$ cat src/rtl/core/dfb_pkg.sv
// Shared types, constants and ASCII helpers for the dispenser frame builder.
`timescale 1ns / 1ps

package dfb_pkg;

    localparam int FRAME_LEN   = 23;
    localparam int DEC_DIGITS  = 6;
    localparam int IN_WIDTH    = 72;
    localparam int OUT_WIDTH   = 8;
    localparam int RECIP_SHIFT = 23;

    // ceil(2^23 / 10): exact quotient by ten for any 20-bit value
    localparam logic [19:0] RECIP_TEN = 20'd838861;

    localparam logic [7:0] SOH_BYTE = 8'h01;
    localparam logic [7:0] STX_BYTE = 8'h02;
    localparam logic [7:0] ETX_BYTE = 8'h03;

    typedef logic [4:0] idx_t;
    typedef logic [2:0] dcnt_t;

    localparam idx_t LAST_IDX = 5'(FRAME_LEN - 1);

    typedef struct packed {
        logic [7:0]       pump_number;
        logic [3:0]       command_code;
        logic [5:0][3:0]  price_dig;   // [5] is the most significant digit
        logic [5:0][3:0]  volume_dig;
        logic [15:0]      status_word;
    } frame_t;

    function automatic logic [7:0] hex_ascii(input logic [3:0] nib);
        logic [7:0] base;
        base = (nib < 4'd10) ? 8'h30 : 8'h37;
        return base + {4'b0000, nib};
    endfunction

    function automatic logic [7:0] dec_ascii(input logic [3:0] dig);
        return 8'h30 + {4'b0000, dig};
    endfunction

endpackage

$ cat src/rtl/core/dfb_queue.sv
// Two-entry queue of digit records between front and back ends.
`timescale 1ns / 1ps

module dfb_queue (
    input  logic            aclk,
    input  logic            aresetn,
    input  logic            push_valid,
    output logic            push_ready,
    input  dfb_pkg::frame_t push_data,
    output logic            pop_valid,
    input  logic            pop,
    output dfb_pkg::frame_t pop_data
);
    import dfb_pkg::*;

    frame_t     entry_reg [2];
    logic       wr_ptr_reg;
    logic       rd_ptr_reg;
    logic [1:0] count_reg;
    logic       do_push;
    logic       do_pop;

    assign push_ready = (count_reg != 2'd2);
    assign pop_valid  = (count_reg != 2'd0);
    assign pop_data   = entry_reg[rd_ptr_reg];
    assign do_push    = push_valid && push_ready;
    assign do_pop     = pop && pop_valid;

    always_ff @(posedge aclk) begin
        if (!aresetn) begin
            wr_ptr_reg <= 1'b0;
            rd_ptr_reg <= 1'b0;
            count_reg  <= 2'd0;
        end else begin
            if (do_push) begin
                wr_ptr_reg <= !wr_ptr_reg;
            end
            if (do_pop) begin
                rd_ptr_reg <= !rd_ptr_reg;
            end
            if (do_push && !do_pop) begin
                count_reg <= count_reg + 2'd1;
            end else if (do_pop && !do_push) begin
                count_reg <= count_reg - 2'd1;
            end
        end
    end

    always_ff @(posedge aclk) begin
        if (do_push) begin
            entry_reg[wr_ptr_reg] <= push_data;
        end
    end

endmodule

$ cat config.mk
export PLATFORM = sky130hd
export DESIGN_NAME = dfb_queue
export DESIGN_NICKNAME = d
export VERILOG_FILES = /design/src/rtl/core/dfb_pkg.sv /design/src/rtl/core/dfb_queue.sv
export SDC_FILE = /design/constraint.sdc
export NUM_CORES = 1
export LEC_CHECK = 0
export BUFFER_PORTS_ARGS = -buffer_cell sky130_fd_sc_hd__buf_2
export CORE_MARGIN = 10
export CORE_UTILIZATION = 40
export DETAILED_ROUTE_END_ITERATION = 7
export PLACE_DENSITY = 0.66
export SLEW_MARGIN = 20
export SYNTH_ARGS = -nofsm -noshare
export SYNTH_HDL_FRONTEND = slang
export SYNTH_SLANG_ARGS = --single-unit
$ cat constraint.sdc
create_clock -name aclk -period 2.53 [get_ports aclk]
set_input_delay 0.3795 -clock aclk [delete_from_list [all_inputs] [get_ports aclk]]
set_output_delay 0.3795 -clock aclk [all_outputs]
set_load 0.01 [all_outputs]
==> results.json, run 1 <==
{
  "synth-seq-cells": 157,
  "final_layout_size_suffix_gt1_frac": 0.6121,
  "cts_root_buf": "clkbuf_16",
  "ant_nets": 0,
  "report.final.slew_viol_count": 0,
  "grt_antenna_before_repair": 1,
  "critPathCaptureType": "output pin",
  "dr_total_vias": 2934,
  "cts_resized": 0,
  "portBuffers": 157,
  "cp_data_required_time_ns": 2.15,
  "syn_area_per_cell_sq_um": 22.04,
  "dr.pass1.iters": 4,
  "relSlewSlack": 0.6407,
  "overflow": 0,
  "synthAdderAreaFrac": 0.002183,
  "grt_pass1_vias": 3365,
  "ys_seq_area_frac": 0.8140,
  "final_util": 0.5284,
  "largest_register_ffs": 152,
  "ys_warn_count": 0,
  "rsz0062_at_grt": "no",
  "synthSimpleGateAreaFrac": 0.01135,
  "cts_num_sinks": 157,
  "hold_ws_ns": 0.1574,
  "synthToLayoutAreaGrowth_pct": 28.49,
  "grt_usage": 0.1152,
  "core_sq_mm": 0.01393,
  "setup_viol_count_final": 0,
  "arrival_ns": 1.86,
  "io_pins": 158,
  "clk_latency_ns": 0.41,
  "fin_tns_setup_ns": 0,
  "vdd_drop_max_uv": 698.5,
  "grt_start_max_net_pins": 40,
  "synth_nets": 341,
  "grt_pass1_wl_um": 17510,
  "min_period_ns": 2.244,
  "start_util": 0.4112,
  "wire_per_inst_um": 17.91,
  "cap_violations": 0,
  "die_w_um": 139.7,
  "viasPerCell": 4.679,
  "crit_fanout": 26,
  "nets": 515,
  "p_per_area_mw_per_mm2": 1034,
  "synth_top_family_by_area": "multiplexers",
  "drtIter0Drc": 139,
  "routabilityCongestion": 0.7605,
  "dp_hpwl_um": 7868,
  "leakagePower_nw": 2.744,
  "rows": 43,
  "cp-start-kind": "flop",
  "fmax_mhz": 445.6,
  "hold_violations": 0,
  "clkSlewWorstSetupHoldPaths_ns": 0.06,
  "cts_hold_buf": 0,
  "r2r_setup_slack_ns": 0.81,
  "drt_drc_violations_left": 0,
  "htree_num_levels": 4,
  "synth_cell_types": 21,
  "cts_inserted_buffers": 17,
  "hold_class": "in2reg",
  "dieArea_sq_mm": 0.01951,
  "cts_tree": "built",
  "outcome": "finished clean",
  "die_h_um": 139.7,
  "synthCells": 260,
  "synth_compound_area_frac": 0.006114,
  "skew_ns": 0.006811,
  "synthMuxAreaShare": 0.1493,
  "cts_setup_buffers": 0,
  "syn_area_sq_mm": 0.005730,
  "finalCritPeriodShare": 0.8870,
  "wl_um": 11230,
  "worst_slew_pin_slew_ns": 0.5390,
  "cts_buffer_depth": 2,
  "synth_xor_xnor_area_share": 0.004585,
  "worstSetupPathType": "reg2out"
}
## placed cells by master, fill, tap and decap left out, drive strengths merged
cell / n
a21bo: 1
a21boi: 2
and2: 4
and3: 1
buf: 163
bufinv: 3
clkbuf: 24
clkinv: 3
clkinvlp: 2
dfxtp: 5
diode: 1
edfxtp: 152
ha: 1
mux2: 76
nand2b: 1
nand3b: 1
o21ai: 2
or2: 1
or3: 1
xnor2: 2
xor2: 1
## cells in the mapped netlist, drive strengths merged
master  count  share of area
xnor2       2         0.0031
buf         8          0.012
a21bo       1         0.0017
dfxtp       5          0.017
and3        1         0.0011
nand3b      1         0.0013
xor2        1         0.0015
a21boi      2         0.0026
or2         1         0.0011
or3         1         0.0011
and2        4         0.0044
nand2b      1         0.0024
o21ai       2         0.0017
edfxtp    152           0.80
ha          1         0.0022
mux2       76           0.15
inv         1        0.00065
## where the power goes
group          internal [W]  leakage (nW)  total, W  switching, W
Combinational      0.000818         0.987   0.00168      0.000860
Sequential          0.00325          1.46   0.00340      0.000142
Clock               0.00165         0.296   0.00254      0.000894
Total               0.00572          2.74   0.00761       0.00190
## cell families after synthesis
logic type	count (synthesis)
AOI/OAI and AO/OA	5
xor gates and xnor gates	3
adders and majority gates	1
buffers and inverters	9
DFF	157
muxes	76
and+or+nand+nor	9
## critical path: stages, from the launching register on
cell and delay [ns]:
dfxtp_4 0.58, buf_4 0.34, mux2_2 0.38, buf_2 0.14
## per-layer routing
metal | part of all wire | wire (um) | up-vias | track usage
met4 | 0.0054 | 61 | 0 | 0.04402
met2 | 0.52 | 5788 | 108 | 0.1948
met1 | 0.40 | 4492 | 1437 | 0.1215
met3 | 0.079 | 889 | 5 | 0.05546
li1 | - | - | 1384 | -
met5 | 0 | 0 | - | 0
## area by class of cell
| cell class | instances | area (sq um) |
|---|---|---|
| inverter | 1 | 7.507 |
| tap | 180 | 225.2 |
| sequential | 157 | 4668 |
| timing repair buffer | 163 | 855.8 |
| multi-input combinational | 94 | 999.7 |
| fill | 1153 | 6571 |
| clock inverter | 7 | 112.6 |
| antenna | 1 | 2.502 |
| clock buffer | 24 | 491.7 |
## stage by stage
stage,instance area (sq um),std cells,setup slack [ns],power (W)
detailed placement,6756,595,0.7104,0.005176
global route,7361,626,0.1840,0.007995
finish,7363,627,0.2859,0.007614
floorplan,5736,260,0.3782,0.004496
global placement,6756,595,0.7458,0.005135
CTS,7361,626,0.2547,0.007745
## final timing paths
kind / startpoint / to / cells after the start
setup / recovery: flop / pop_data[29] / 3
hold / removal: push_data[21] / entry_reg[0][21] / 1
setup reg to reg: count_reg[0] / entry_reg[1][6] / 3
hold reg to reg: count_reg[1] / count_reg[1] / 2
No activity file was read; power rests on OpenSTA's default activity.
==> inputs of run 2 (changes only) <==
Settings changed: PLACE_DENSITY 0.66 to 0.64.
Clock period 2.53 ns to 2.2 ns, I/O delays scaled along.
==> run 2 against run 1 <==
- count of clock-buffer cells in the layout shrank 7
- combinational power increased by 21%
- largest cell class unchanged
- via count shrank 0.48%
- highest routed layer is now met5
- critical endpoint is now pop_data[20]
- sequential power rose by 14%
- largest power group unchanged
- critical path type unchanged
- die area unchanged
==> results.json, run 2 (synthesis results as in run 1) <==
{
  "outcome": "finished clean",
  "htree_num_levels": 4,
  "wire_per_inst_um": 18.29,
  "cts_inserted_buffers": 17,
  "power.share.clock": 0.301,
  "rr_worst_depth": 3,
  "final_cell_count_no_fill": 630,
  "portBuffers": 157,
  "final_layout_size_suffix_gt1_frac": 0.6125,
  "synthToLayoutAreaGrowth_pct": 28.10,
  "crit_fanout": 32,
  "skew_ns": 0.01367,
  "setup_viol_count_final": 0,
  "intPower_w": 0.006162,
  "largest_register_ffs": 152,
  "fmax_mhz": 499.2,
  "grt_antenna_before_repair": 2,
  "place_inst": 596,
  "drtIter0Drc": 146,
  "worst_slew_pin_slew_ns": 0.3256,
  "dp_hpwl_um": 8002,
  "cap_violations": 0,
  "overflow": 0,
  "leakagePower_nw": 2.708,
  "grt_start_max_net_pins": 41,
  "hold_violations": 0,
  "critPathCaptureType": "output pin",
  "min_period_ns": 2.003,
  "nets": 517,
  "cts_root_buf": "clkbuf_16",
  "viasPerCell": 4.635,
  "whs_path_depth": 1,
  "relSlewSlack": 0.7830,
  "io_pins": 158,
  "rows": 43,
  "finalCritPeriodShare": 0.9105,
  "final_common_cell": "buf_2",
  "wl_um": 11520,
  "worstSetupPathType": "reg2out",
  "grt_pass1_vias": 3294,
  "rsz0062_at_grt": "no",
  "p_per_area_mw_per_mm2": 1152,
  "core_sq_mm": 0.01393,
  "dieArea_sq_mm": 0.01951,
  "fin_ws_ns": 0.1969,
  "cts_num_sinks": 157,
  "power.net_switching_w": 0.002295,
  "switching_share": 0.2714,
  "start_util": 0.4112,
  "dr_total_vias": 2920,
  "ant_nets": 0,
  "hold_ws_ns": 0.09473,
  "hold_class": "in2reg",
  "layout_common_cells": "buf_2, edfxtp_1, mux2_2",
  "report.final.slew_viol_count": 0,
  "grt_usage": 0.1179,
  "cp_data_required_time_ns": 1.87,
  "vdd_drop_max_uv": 685.8,
  "grt_pass1_wl_um": 17700,
  "dp_slack_ns": 0.4866,
  "die_w_um": 139.7,
  "seqPwrFrac": 0.458,
  "cts_hold_buf": 0,
  "cts_tree": "built",
  "die_h_um": 139.7,
  "cts_buffer_depth": 2,
  "routabilityCongestion": 0.7036,
  "p_comb_frac": 0.241,
  "dr.pass1.iters": 4,
  "drt_drc_violations_left": 0,
  "arrival_ns": 1.67,
  "final_util": 0.5268,
  "fin_tns_setup_ns": 0,
  "clk_latency_ns": 0.42,
  "clkSlewWorstSetupHoldPaths_ns": 0.06,
  "cp-start-kind": "flop"
}
run 2: what timing repair did:
item,4_1_cts,5_1_grt
setup endpoints to repair,0,1
resized for setup,0,0
buffers inserted,0,1
run 2: cell type report:
cell class	instances	area [sq um]
diodes	1	2.502
repair buffers	165	912.1
well taps	180	225.2
clock inverters	15	100.1
flip-flops and latches	157	4668
inverters	1	7.507
clock buffers	17	425.4
multi-input cells	94	999.7
fillers	1157	6594
run 2: layer usage:
layer | part of all wire | track usage
met3 | 0.10 | 0.07758
met1 | 0.39 | 0.1224
met5 | 0.00095 | 0
met4 | 0.0089 | 0.04076
met2 | 0.50 | 0.1883
run 2: worst max-delay path: stages, from the launching register on:
cell and delay, ns:
dfxtp_4 0.48, buf_12 0.24, mux2_2 0.37, buf_2 0.15
run 2: power groups by stage:
| stage | Combinational (W) | Sequential [W] | Clock [W] |
|---|---|---|---|
| 3_3_place_gp | 0.00204 | 0.00394 | 0 |
| 5_1_grt | 0.00223 | 0.00391 | 0.00275 |
| 4_1_cts | 0.00207 | 0.00391 | 0.00262 |
| 2_1_floorplan | 0.00129 | 0.00388 | 0 |
| 6_report | 0.00204 | 0.00387 | 0.00255 |
| 3_5_place_dp | 0.00206 | 0.00397 | 0 |
run 2: path summary, 6_finish.rpt:
kind                                     from          endpoint  slack [ns]
worst min-delay path            push_data[34]  entry_reg[0][34]        0.09
worst max-delay path                     flop      pop_data[20]        0.20
worst max register to register   count_reg[0]  entry_reg[1][20]        0.55
worst min register to register   count_reg[1]      count_reg[1]        0.58
run 2: through the flow:
step	total power [W]	cell area, sq um
finish	0.008458	7341
global route	0.008895	7338
CTS	0.008592	7327
detailed placement	0.006024	6802
global placement	0.005979	6802
floorplan	0.005170	5736
