File: config.mk
export PLATFORM = sky130hd
export DESIGN_NAME = dfb_back
export DESIGN_NICKNAME = d
export VERILOG_FILES = /design/src/rtl/core/dfb_pkg.sv /design/src/rtl/core/dfb_back.sv
export SDC_FILE = /design/constraint.sdc
export NUM_CORES = 1
export LEC_CHECK = 0
export BUFFER_PORTS_ARGS = -buffer_cell sky130_fd_sc_hd__clkbuf_2
export CORE_ASPECT_RATIO = 0.8
export CORE_MARGIN = 3
export CORE_UTILIZATION = 30
export DETAILED_ROUTE_END_ITERATION = 6
export SYNTH_ARGS = -nofsm -noshare
export SYNTH_HDL_FRONTEND = slang
export SYNTH_SLANG_ARGS = --single-unit
File: constraint.sdc
create_clock -name aclk -period 4.06 [get_ports aclk]
set_input_delay 0.812 -clock aclk [delete_from_list [all_inputs] [get_ports aclk]]
set_output_delay 0.812 -clock aclk [all_outputs]
set_load 0.05 [all_outputs]
File: src/rtl/core/dfb_pkg.sv
// Shared types, constants and ASCII helpers for the dispenser frame builder.
`timescale 1ns / 1ps

package dfb_pkg;

    localparam int FRAME_LEN   = 23;
    localparam int DEC_DIGITS  = 6;
    localparam int IN_WIDTH    = 72;
    localparam int OUT_WIDTH   = 8;
    localparam int RECIP_SHIFT = 23;

    // ceil(2^23 / 10): exact quotient by ten for any 20-bit value
    localparam logic [19:0] RECIP_TEN = 20'd838861;

    localparam logic [7:0] SOH_BYTE = 8'h01;
    localparam logic [7:0] STX_BYTE = 8'h02;
    localparam logic [7:0] ETX_BYTE = 8'h03;

    typedef logic [4:0] idx_t;
    typedef logic [2:0] dcnt_t;

    localparam idx_t LAST_IDX = 5'(FRAME_LEN - 1);

    typedef struct packed {
        logic [7:0]       pump_number;
        logic [3:0]       command_code;
        logic [5:0][3:0]  price_dig;   // [5] is the most significant digit
        logic [5:0][3:0]  volume_dig;
        logic [15:0]      status_word;
    } frame_t;

    function automatic logic [7:0] hex_ascii(input logic [3:0] nib);
        logic [7:0] base;
        base = (nib < 4'd10) ? 8'h30 : 8'h37;
        return base + {4'b0000, nib};
    endfunction

    function automatic logic [7:0] dec_ascii(input logic [3:0] dig);
        return 8'h30 + {4'b0000, dig};
    endfunction

endpackage

File: src/rtl/core/dfb_back.sv
// Back end: serialize one digit record into 23 frame beats with checksum.
`timescale 1ns / 1ps

module dfb_back #(
    parameter int OUT_W = dfb_pkg::OUT_WIDTH
) (
    input  logic            aclk,
    input  logic            aresetn,
    input  logic            pop_valid,
    output logic            pop,
    input  dfb_pkg::frame_t pop_data,
    output logic            m_tvalid,
    input  logic            m_tready,
    output logic [OUT_W-1:0] m_tdata,
    output logic            m_tlast
);
    import dfb_pkg::*;

    logic             active_reg;
    idx_t             idx_reg;
    frame_t           frame_reg;
    logic [7:0]       xor_reg;
    logic             m_valid_reg;
    logic [OUT_W-1:0] m_data_reg;
    logic             m_last_reg;

    logic       slot_free;
    logic       load;
    logic       last_load;
    logic [7:0] byte_val;

    assign slot_free = !m_valid_reg || m_tready;
    assign load      = active_reg && slot_free;
    assign last_load = load && (idx_reg == LAST_IDX);
    assign pop       = pop_valid && (!active_reg || last_load);

    assign m_tvalid = m_valid_reg;
    assign m_tdata  = m_data_reg;
    assign m_tlast  = m_last_reg;

    always_comb begin
        unique case (idx_reg)
            5'd0:    byte_val = SOH_BYTE;
            5'd1:    byte_val = hex_ascii(frame_reg.pump_number[7:4]);
            5'd2:    byte_val = hex_ascii(frame_reg.pump_number[3:0]);
            5'd3:    byte_val = hex_ascii(frame_reg.command_code);
            5'd4:    byte_val = STX_BYTE;
            5'd5:    byte_val = dec_ascii(frame_reg.price_dig[5]);
            5'd6:    byte_val = dec_ascii(frame_reg.price_dig[4]);
            5'd7:    byte_val = dec_ascii(frame_reg.price_dig[3]);
            5'd8:    byte_val = dec_ascii(frame_reg.price_dig[2]);
            5'd9:    byte_val = dec_ascii(frame_reg.price_dig[1]);
            5'd10:   byte_val = dec_ascii(frame_reg.price_dig[0]);
            5'd11:   byte_val = dec_ascii(frame_reg.volume_dig[5]);
            5'd12:   byte_val = dec_ascii(frame_reg.volume_dig[4]);
            5'd13:   byte_val = dec_ascii(frame_reg.volume_dig[3]);
            5'd14:   byte_val = dec_ascii(frame_reg.volume_dig[2]);
            5'd15:   byte_val = dec_ascii(frame_reg.volume_dig[1]);
            5'd16:   byte_val = dec_ascii(frame_reg.volume_dig[0]);
            5'd17:   byte_val = hex_ascii(frame_reg.status_word[15:12]);
            5'd18:   byte_val = hex_ascii(frame_reg.status_word[11:8]);
            5'd19:   byte_val = hex_ascii(frame_reg.status_word[7:4]);
            5'd20:   byte_val = hex_ascii(frame_reg.status_word[3:0]);
            5'd21:   byte_val = ETX_BYTE;
            5'd22:   byte_val = xor_reg;
            default: byte_val = 8'h00;
        endcase
    end

    always_ff @(posedge aclk) begin
        if (!aresetn) begin
            active_reg  <= 1'b0;
            idx_reg     <= '0;
            m_valid_reg <= 1'b0;
        end else begin
            if (pop) begin
                active_reg <= 1'b1;
                idx_reg    <= '0;
            end else if (last_load) begin
                active_reg <= 1'b0;
            end else if (load) begin
                idx_reg <= idx_reg + 5'd1;
            end
            if (load) begin
                m_valid_reg <= 1'b1;
            end else if (m_tready) begin
                m_valid_reg <= 1'b0;
            end
        end
    end

    always_ff @(posedge aclk) begin
        if (pop) begin
            frame_reg <= pop_data;
        end
        if (load) begin
            m_data_reg <= OUT_W'(byte_val);
            m_last_reg <= (idx_reg == LAST_IDX);
            // SOH stays out of the checksum
            xor_reg    <= (idx_reg == '0) ? 8'h00 : (xor_reg ^ byte_val);
        end
    end

endmodule

==> run summary, run 1 <==
Max Slew Vio Count: 0
Number of top-level pins: 91
Kind of start point of the critical path: flop
Power Total: 2.36 mW
Total die area: 0.0192 mm²
Peak per-stage delay on the critical path: 0.52 ns
Worst r2r src: idx_reg[0]
Setup repair after global routing missed its margin: no
Post-layout net count: 606
Crit path cell chain: inv_1 -> ha_1 -> and4b_1 -> inv_1 -> o21ai_0 -> and2_4 -> clkbuf_2
Post-synthesis cell type count: 65
Clock insertion delay at the later pin of the skew report: 0.35 ns
Critical path endpoint category: output pin
Required time reported for the critical path endpoint: 3.25 ns
Vias per cell: 5.14
FF+latch count, synth: 100
Post-synth EDFFs: 93
Post-synthesis instance total: 417
Start-to-end type of the worst setup path: reg -> out
Via count of the first global-routing pass: 3671
Max Cap Viol: 0
Met2 demand-to-capacity share in global routing: 18.5%
CTS HTree Levels: 3
Dominant synthesized flop cell: sky130_fd_sc_hd__edfxtp_1
Finish-stage setup viols: 0
Cell chosen for the clock root: sky130_fd_sc_hd__clkbuf_16
Number of logic stages on the critical path including buffering: 7
TritonCTS sink count: 100
Global-route wire length before repair: 20.1 mm
Most common library cell in the layout ignoring fill and taps: sky130_fd_sc_hd__edfxtp_1
GRT Total Usage: 13.4%
Start point of the worst hold path: active_reg
Worst-case clock skew: 0.00786 ns
Combined area of all synthesized cells: 0.00526 mm²
Sum of net half-perimeters after detailed placement: 9.67 mm
Largest register FFs: 76
Layout area overhead: 17.5%
Most utilized layer in the global route result: met1
Total setup buffers inserted after CTS: 0
Number of rows in the core area: 42
Clock tree buffer depth: 2
Detailed-routing iteration count for the pre-antenna-repair pass: 5
Vias after detailed routing: 3728
Fraction of met3 tracks used by global routing: 3.65%
Most Frequent Cell on Critical Path: sky130_fd_sc_hd__inv_1
Mean area per synthesized cell: 12.6 µm²
LEAKAGE: 2.31 nW
Reg clk slew, reported paths: 0.07 ns
Signal arrival time at the worst endpoint: 2.82 ns
Most frequent cells in the layout: sky130_fd_sc_hd__edfxtp_1 (93), sky130_fd_sc_hd__clkbuf_2 (90), sky130_fd_sc_hd__nand2_1 (26)
Final worst path period need: 3.64 ns
Status: finished, final reports clean
TritonCTS clock tree: yes
Initial Utilization: 31.2%
Largest net degree at the start of global routing: 53
Share of final-layout standard cells stronger than drive strength 1: 25.7%
Worst R2R Setup Slack: 0.80 ns
DRC violations left: 0
Sink of the worst hold path: m_tvalid
Number of antenna-violating nets in the routed design: 0
Total inserted antenna cells: 0
Final worst slack: 0.424 ns
CORE AREA: 0.0169 mm²
Worst hold-check path type: reg -> reg
Capture point of the worst reg-to-reg path: idx_reg[4]
Worst R2R Path Depth: 9
Final-report hold violation count: 0
Part of the Yosys area used for sequential elements: 55.7%
Die boundary width: 154 µm
Post-detailed-route wirelength per cell: 17.7 µm
Highest achievable clock rate: 275 MHz
Tcrit/Tclk final: 89.6%
Worst-case headroom to the max-slew limit: 54.0%
Total of warnings raised by yosys: 0
Total grt overflow: 0
Count of input and output buffers: 90
Routability-driven placement congestion ratio: 0.882
Routing usage on met1: 20.6%
Worst hold path stage count: 1
Final core area utilization: 36.7%
Top fanout value on the critical path: 27
Number of DRC markers in iteration 0: 301
Largest delay contributor family on the critical path: simple AND/OR/NAND/NOR gates
Synthesized Nets: 523
Clock buffer count from CTS: 9
Peak supply drop: 0.000196 V
Buf/Inv on CP: 3
Power Dens Cells: 382 mW/mm²
Share of synthesized registers carrying an async set or reset: 0%
CTS-repair resized insts: 0
CTS hold repair buffers: 0
Pre-CTS WS: 0.808 ns
Fin Setup TNS: 0 ns
Max stage delay cell, worst path: sky130_fd_sc_hd__and4b_1
Slew at the pin with the worst max-slew slack: 0.690 ns
Height of the die: 124 µm
Initial antenna violation count: 0
Routed WL: 12.8 mm
## area by class of cell
| type | instances | area (µm²) |
|---|---|---|
| timing repair buffer | 95 | 488 |
| multi-input combinational | 284 | 2160 |
| fill | 1626 | 10700 |
| clock inverter | 7 | 67.6 |
| inverter | 10 | 37.5 |
| sequential | 100 | 2930 |
| tap | 220 | 275 |
| clock buffer | 9 | 225 |
## worst max-delay path by stage
stage	from	end
2_1_floorplan	idx_reg[0]	pop
3_3_place_gp	idx_reg[0]	pop
3_5_place_dp	idx_reg[0]	pop
6_report	idx_reg[0]	pop
5_1_grt	idx_reg[0]	pop
4_1_cts	idx_reg[0]	pop
## synthesized netlist by cell type, types with 5 or more instances
master,number,area [µm²]
sky130_fd_sc_hd__a21o_1,6,45.0
sky130_fd_sc_hd__a21oi_1,22,110
sky130_fd_sc_hd__a22oi_1,9,67.6
sky130_fd_sc_hd__a311oi_1,5,43.8
sky130_fd_sc_hd__buf_2,7,35.0
sky130_fd_sc_hd__buf_6,5,56.3
sky130_fd_sc_hd__clkbuf_1,10,37.5
sky130_fd_sc_hd__dfxtp_1,7,140
sky130_fd_sc_hd__edfxtp_1,93,2790
sky130_fd_sc_hd__ha_1,24,300
sky130_fd_sc_hd__inv_1,10,37.5
sky130_fd_sc_hd__mux2_2,6,67.6
sky130_fd_sc_hd__mux2i_1,8,80.1
sky130_fd_sc_hd__nand2_1,26,97.6
sky130_fd_sc_hd__nand2b_1,7,43.8
sky130_fd_sc_hd__nand3_1,11,55.1
sky130_fd_sc_hd__nand3b_1,8,60.1
sky130_fd_sc_hd__nand4_1,10,62.6
sky130_fd_sc_hd__nor2_1,21,78.8
sky130_fd_sc_hd__nor2b_1,14,87.6
sky130_fd_sc_hd__o211ai_1,7,52.6
sky130_fd_sc_hd__o21a_1,12,90.1
sky130_fd_sc_hd__o21ai_0,10,50.1
sky130_fd_sc_hd__o22ai_1,5,31.3
sky130_fd_sc_hd__xnor2_1,12,105
## layer usage
metal | routed length (µm) | up-vias
met2 | 5290 | 159
met4 | 209 | 0
met5 | 0 | -
met3 | 971 | 22
li1 | - | 1780
met1 | 6370 | 1767
## kinds of logic (layout without fill, tap and decap cells)
kind of cell             count (synthesis)  in the layout  share of synthesized area, %
XOR/XNOR                                14             14                          2.33
multiplexers                            20             20                          4.45
adder cells (fa/ha/maj)                 26             26                          6.47
flip-flops                             100            100                          55.7
AO/OA/AOI/OAI                          101            101                          13.9
buffers and inverters                   33            121                          3.30
AND/OR/NAND/NOR                        123            123                          13.8
## stage by stage
step	instances	instance area (µm²)	hold slack (ns)
after floorplan	417	5260	0.457
after global placement	709	5890	0.481
after detailed placement	709	5890	0.481
after CTS	725	6180	0.504
after global routing	725	6180	0.530
final	725	6180	0.508
## where the power goes
part / internal [mW] / leakage [nW] / switching (mW)
logic: 0.118 / 1.22 / 0.170
clock network: 0.433 / 0.142 / 0.405
registers: 1.20 / 0.946 / 0.0390
No activity file was read; power rests on OpenSTA's default activity.
==> inputs of run 2 (changes only) <==
REMOVE_ABC_BUFFERS = 1   (was default)
==> run 2 against run 1 <==
  * Sequential share of layout area shrank 0.29 points
  * Utilization up 0.22 points
  * Maximum frequency increased by 5.0%
  * Critical endpoint unchanged
  * Worst hold slack gained 0.045 ns
  * Largest cell class unchanged
==> run summary, run 2 (synthesis gave the netlist of run 1 again) <==
Status: finished, final reports clean
CORE AREA: 0.0169 mm² (unchanged)
Power Total: 2.47 mW (+4.4%)
Top fanout value on the critical path: 29 (+7.4%)
Area after DPL: 0.00590 mm² (+0.13%)
CTS hold repair buffers: 0 (unchanged)
Cell chosen for the clock root: sky130_fd_sc_hd__clkbuf_16
CTS-repair resized insts: 0 (unchanged)
Number of rows in the core area: 42 (unchanged)
Sink of the worst hold path: m_tvalid
Buf/Inv on CP: 2 (-1)
Die boundary width: 154 µm (unchanged)
TritonCTS clock tree: yes
Worst R2R Setup Slack: 1.06 ns (+0.26 ns)
Worst hold path stage count: 1 (unchanged)
Signal arrival time at the worst endpoint: 2.65 ns (-0.17 ns)
Most utilized layer in the global route result: met1
LEAKAGE: 2.33 nW (+0.73%)
Reg clk slew, reported paths: 0.07 ns (about the same)
Count of input and output buffers: 90 (unchanged)
Most common library cell in the layout ignoring fill and taps: sky130_fd_sc_hd__edfxtp_1
CTS HTree Levels: 3 (unchanged)
Total setup buffers inserted after CTS: 0 (unchanged)
Max Slew Vio Count: 0 (unchanged)
Vias after detailed routing: 3758 (+0.80%)
Start point of the worst hold path: active_reg
Number of fillers in the final layout: 1663 (+2.3%)
Share of final-layout standard cells stronger than drive strength 1: 25.7% (-0.051 points)
Detailed-routing iteration count for the pre-antenna-repair pass: 5 (unchanged)
Total die area: 0.0192 mm² (unchanged)
Clock insertion delay at the later pin of the skew report: 0.35 ns (about the same)
Required time reported for the critical path endpoint: 3.25 ns (about the same)
Slew at the pin with the worst max-slew slack: 1.01 ns (+0.325 ns)
DRC violations left: 0 (unchanged)
GRT Total Usage: 14.1% (+0.69 points)
Total grt overflow: 0 (unchanged)
Clock tree buffer depth: 2 (unchanged)
Largest register FFs: 76 (unchanged)
Total inserted antenna cells: 0 (unchanged)
Number of top-level pins: 91 (unchanged)
Number of logic stages on the critical path including buffering: 5 (-2)
Final worst path period need: 3.46 ns (-0.175 ns)
Final-report hold violation count: 0 (unchanged)
Worst-case clock skew: 0.00786 ns (-0.000000270 ns)
Finish-stage setup viols: 0 (unchanged)
Critical path endpoint category: output pin
Crit path cell chain: and4b_1 -> inv_1 -> o21ai_0 -> and2_4 -> clkbuf_2
Peak per-stage delay on the critical path: 0.99 ns (+0.47 ns)
Routability-driven placement congestion ratio: 0.862 (-2.2%)
Routed WL: 13.4 mm (+4.4%)
Multi-input combinational cell area: 0.00216 mm² (unchanged)
Clock buffer count from CTS: 9 (unchanged)
Layout area overhead: 18.2%
Global-route wire length before repair: 21.0 mm (+4.8%)
Met2 demand-to-capacity share in global routing: 19.4% (+0.90 points)
Number of DRC markers in iteration 0: 278 (-7.6%)
Kind of start point of the critical path: flop
Initial antenna violation count: 0 (unchanged)
Post-detailed-route wirelength per cell: 18.5 µm (+4.3%)
Post-layout net count: 607 (+0.17%)
Sum of net half-perimeters after detailed placement: 10.2 mm (+5.1%)
Highest achievable clock rate: 289 MHz (+5.0%)
Max Cap Viol: 0 (unchanged)
Setup repair after global routing missed its margin: no
Start-to-end type of the worst setup path: reg -> out
Worst hold-check path type: reg -> reg
Via count of the first global-routing pass: 3780 (+3.0%)
Vias per cell: 5.18 (+0.67%)
Capture point of the worst reg-to-reg path: xor_reg[2]
Worst-case headroom to the max-slew limit: 32.3% (-22 points)
Max stage delay cell, worst path: sky130_fd_sc_hd__dfxtp_1
Area of all sequential standard cells: 0.00293 mm² (unchanged)
Number of antenna-violating nets in the routed design: 0 (unchanged)
Initial Utilization: 31.2% (unchanged)
Height of the die: 124 µm (unchanged)
TritonCTS sink count: 100 (unchanged)
Tcrit/Tclk final: 85.3% (-4.3 points)
Largest net degree at the start of global routing: 56 (+5.7%)
Fraction of met3 tracks used by global routing: 3.82% (+0.17 points)
Final Hold Slack: 0.553 ns (+0.0446 ns)
Most frequent cells in the layout: sky130_fd_sc_hd__edfxtp_1 (93), sky130_fd_sc_hd__clkbuf_2 (90), sky130_fd_sc_hd__nand2_1 (26)
Largest delay contributor family on the critical path: flip-flops
Worst R2R Path Depth: 7 (-2)
Peak supply drop: 0.000234 V (+19%)
Worst r2r src: idx_reg[4]
Post-route cell area: 0.00622 mm² (+0.61%)
Routing usage on met1: 21.2% (+0.68 points)
Power Dens Cells: 396 mW/mm² (+3.7%)
## run 2: changes by cell type in the layout (fill, tap and decap cells not counted), sizes merged
cell	before	now
clkbuf	99	100
inv	14	12
bufinv	0	2
buf	5	6
clkinv	2	1
## run 2: layer usage
metal  wire (µm)  part of all wire (%)
met4         268                   2.0
met1        6700                    50
met5           0                     0
met2        5570                    42
met3         861                   6.4
## run 2: layout make-up
cell class / instances / share of cell area (%)
clock buffers: 10 / 3.68
clock inverters: 6 / 1.51
inverters: 10 / 0.603
multi-input cells: 284 / 34.7
flip-flops and latches: 100 / 47.1
well taps: 220 / 4.42
repair buffers: 96 / 7.96
## run 2: worst max path at each step
stage                          start   to  slack (ns)
after global routing      idx_reg[4]  pop        0.41
after detailed placement  idx_reg[4]  pop        1.00
after CTS                 idx_reg[4]  pop        0.62
after global placement    idx_reg[4]  pop        1.05
final                     idx_reg[4]  pop        0.60
after floorplan           idx_reg[2]  pop       -0.50
## run 2: report_power, final
group	internal [mW]	total [mW]	leakage (nW)	switching, mW
Clock	0.546	0.940	0.154	0.394
Combinational	0.118	0.283	1.23	0.165
Sequential	1.20	1.24	0.946	0.0445
Total	1.86	2.47	2.33	0.604
## run 2: through the flow
stage	util [%]	setup slack, ns	instances	TNS (ns)
after floorplan	-	-0.503	394	-13.10
after global placement	35.0	1.05	710	0
after detailed placement	35.0	1.00	710	0
after CTS	36.9	0.616	726	0
after global routing	36.9	0.409	726	0
final	36.9	0.598	726	0
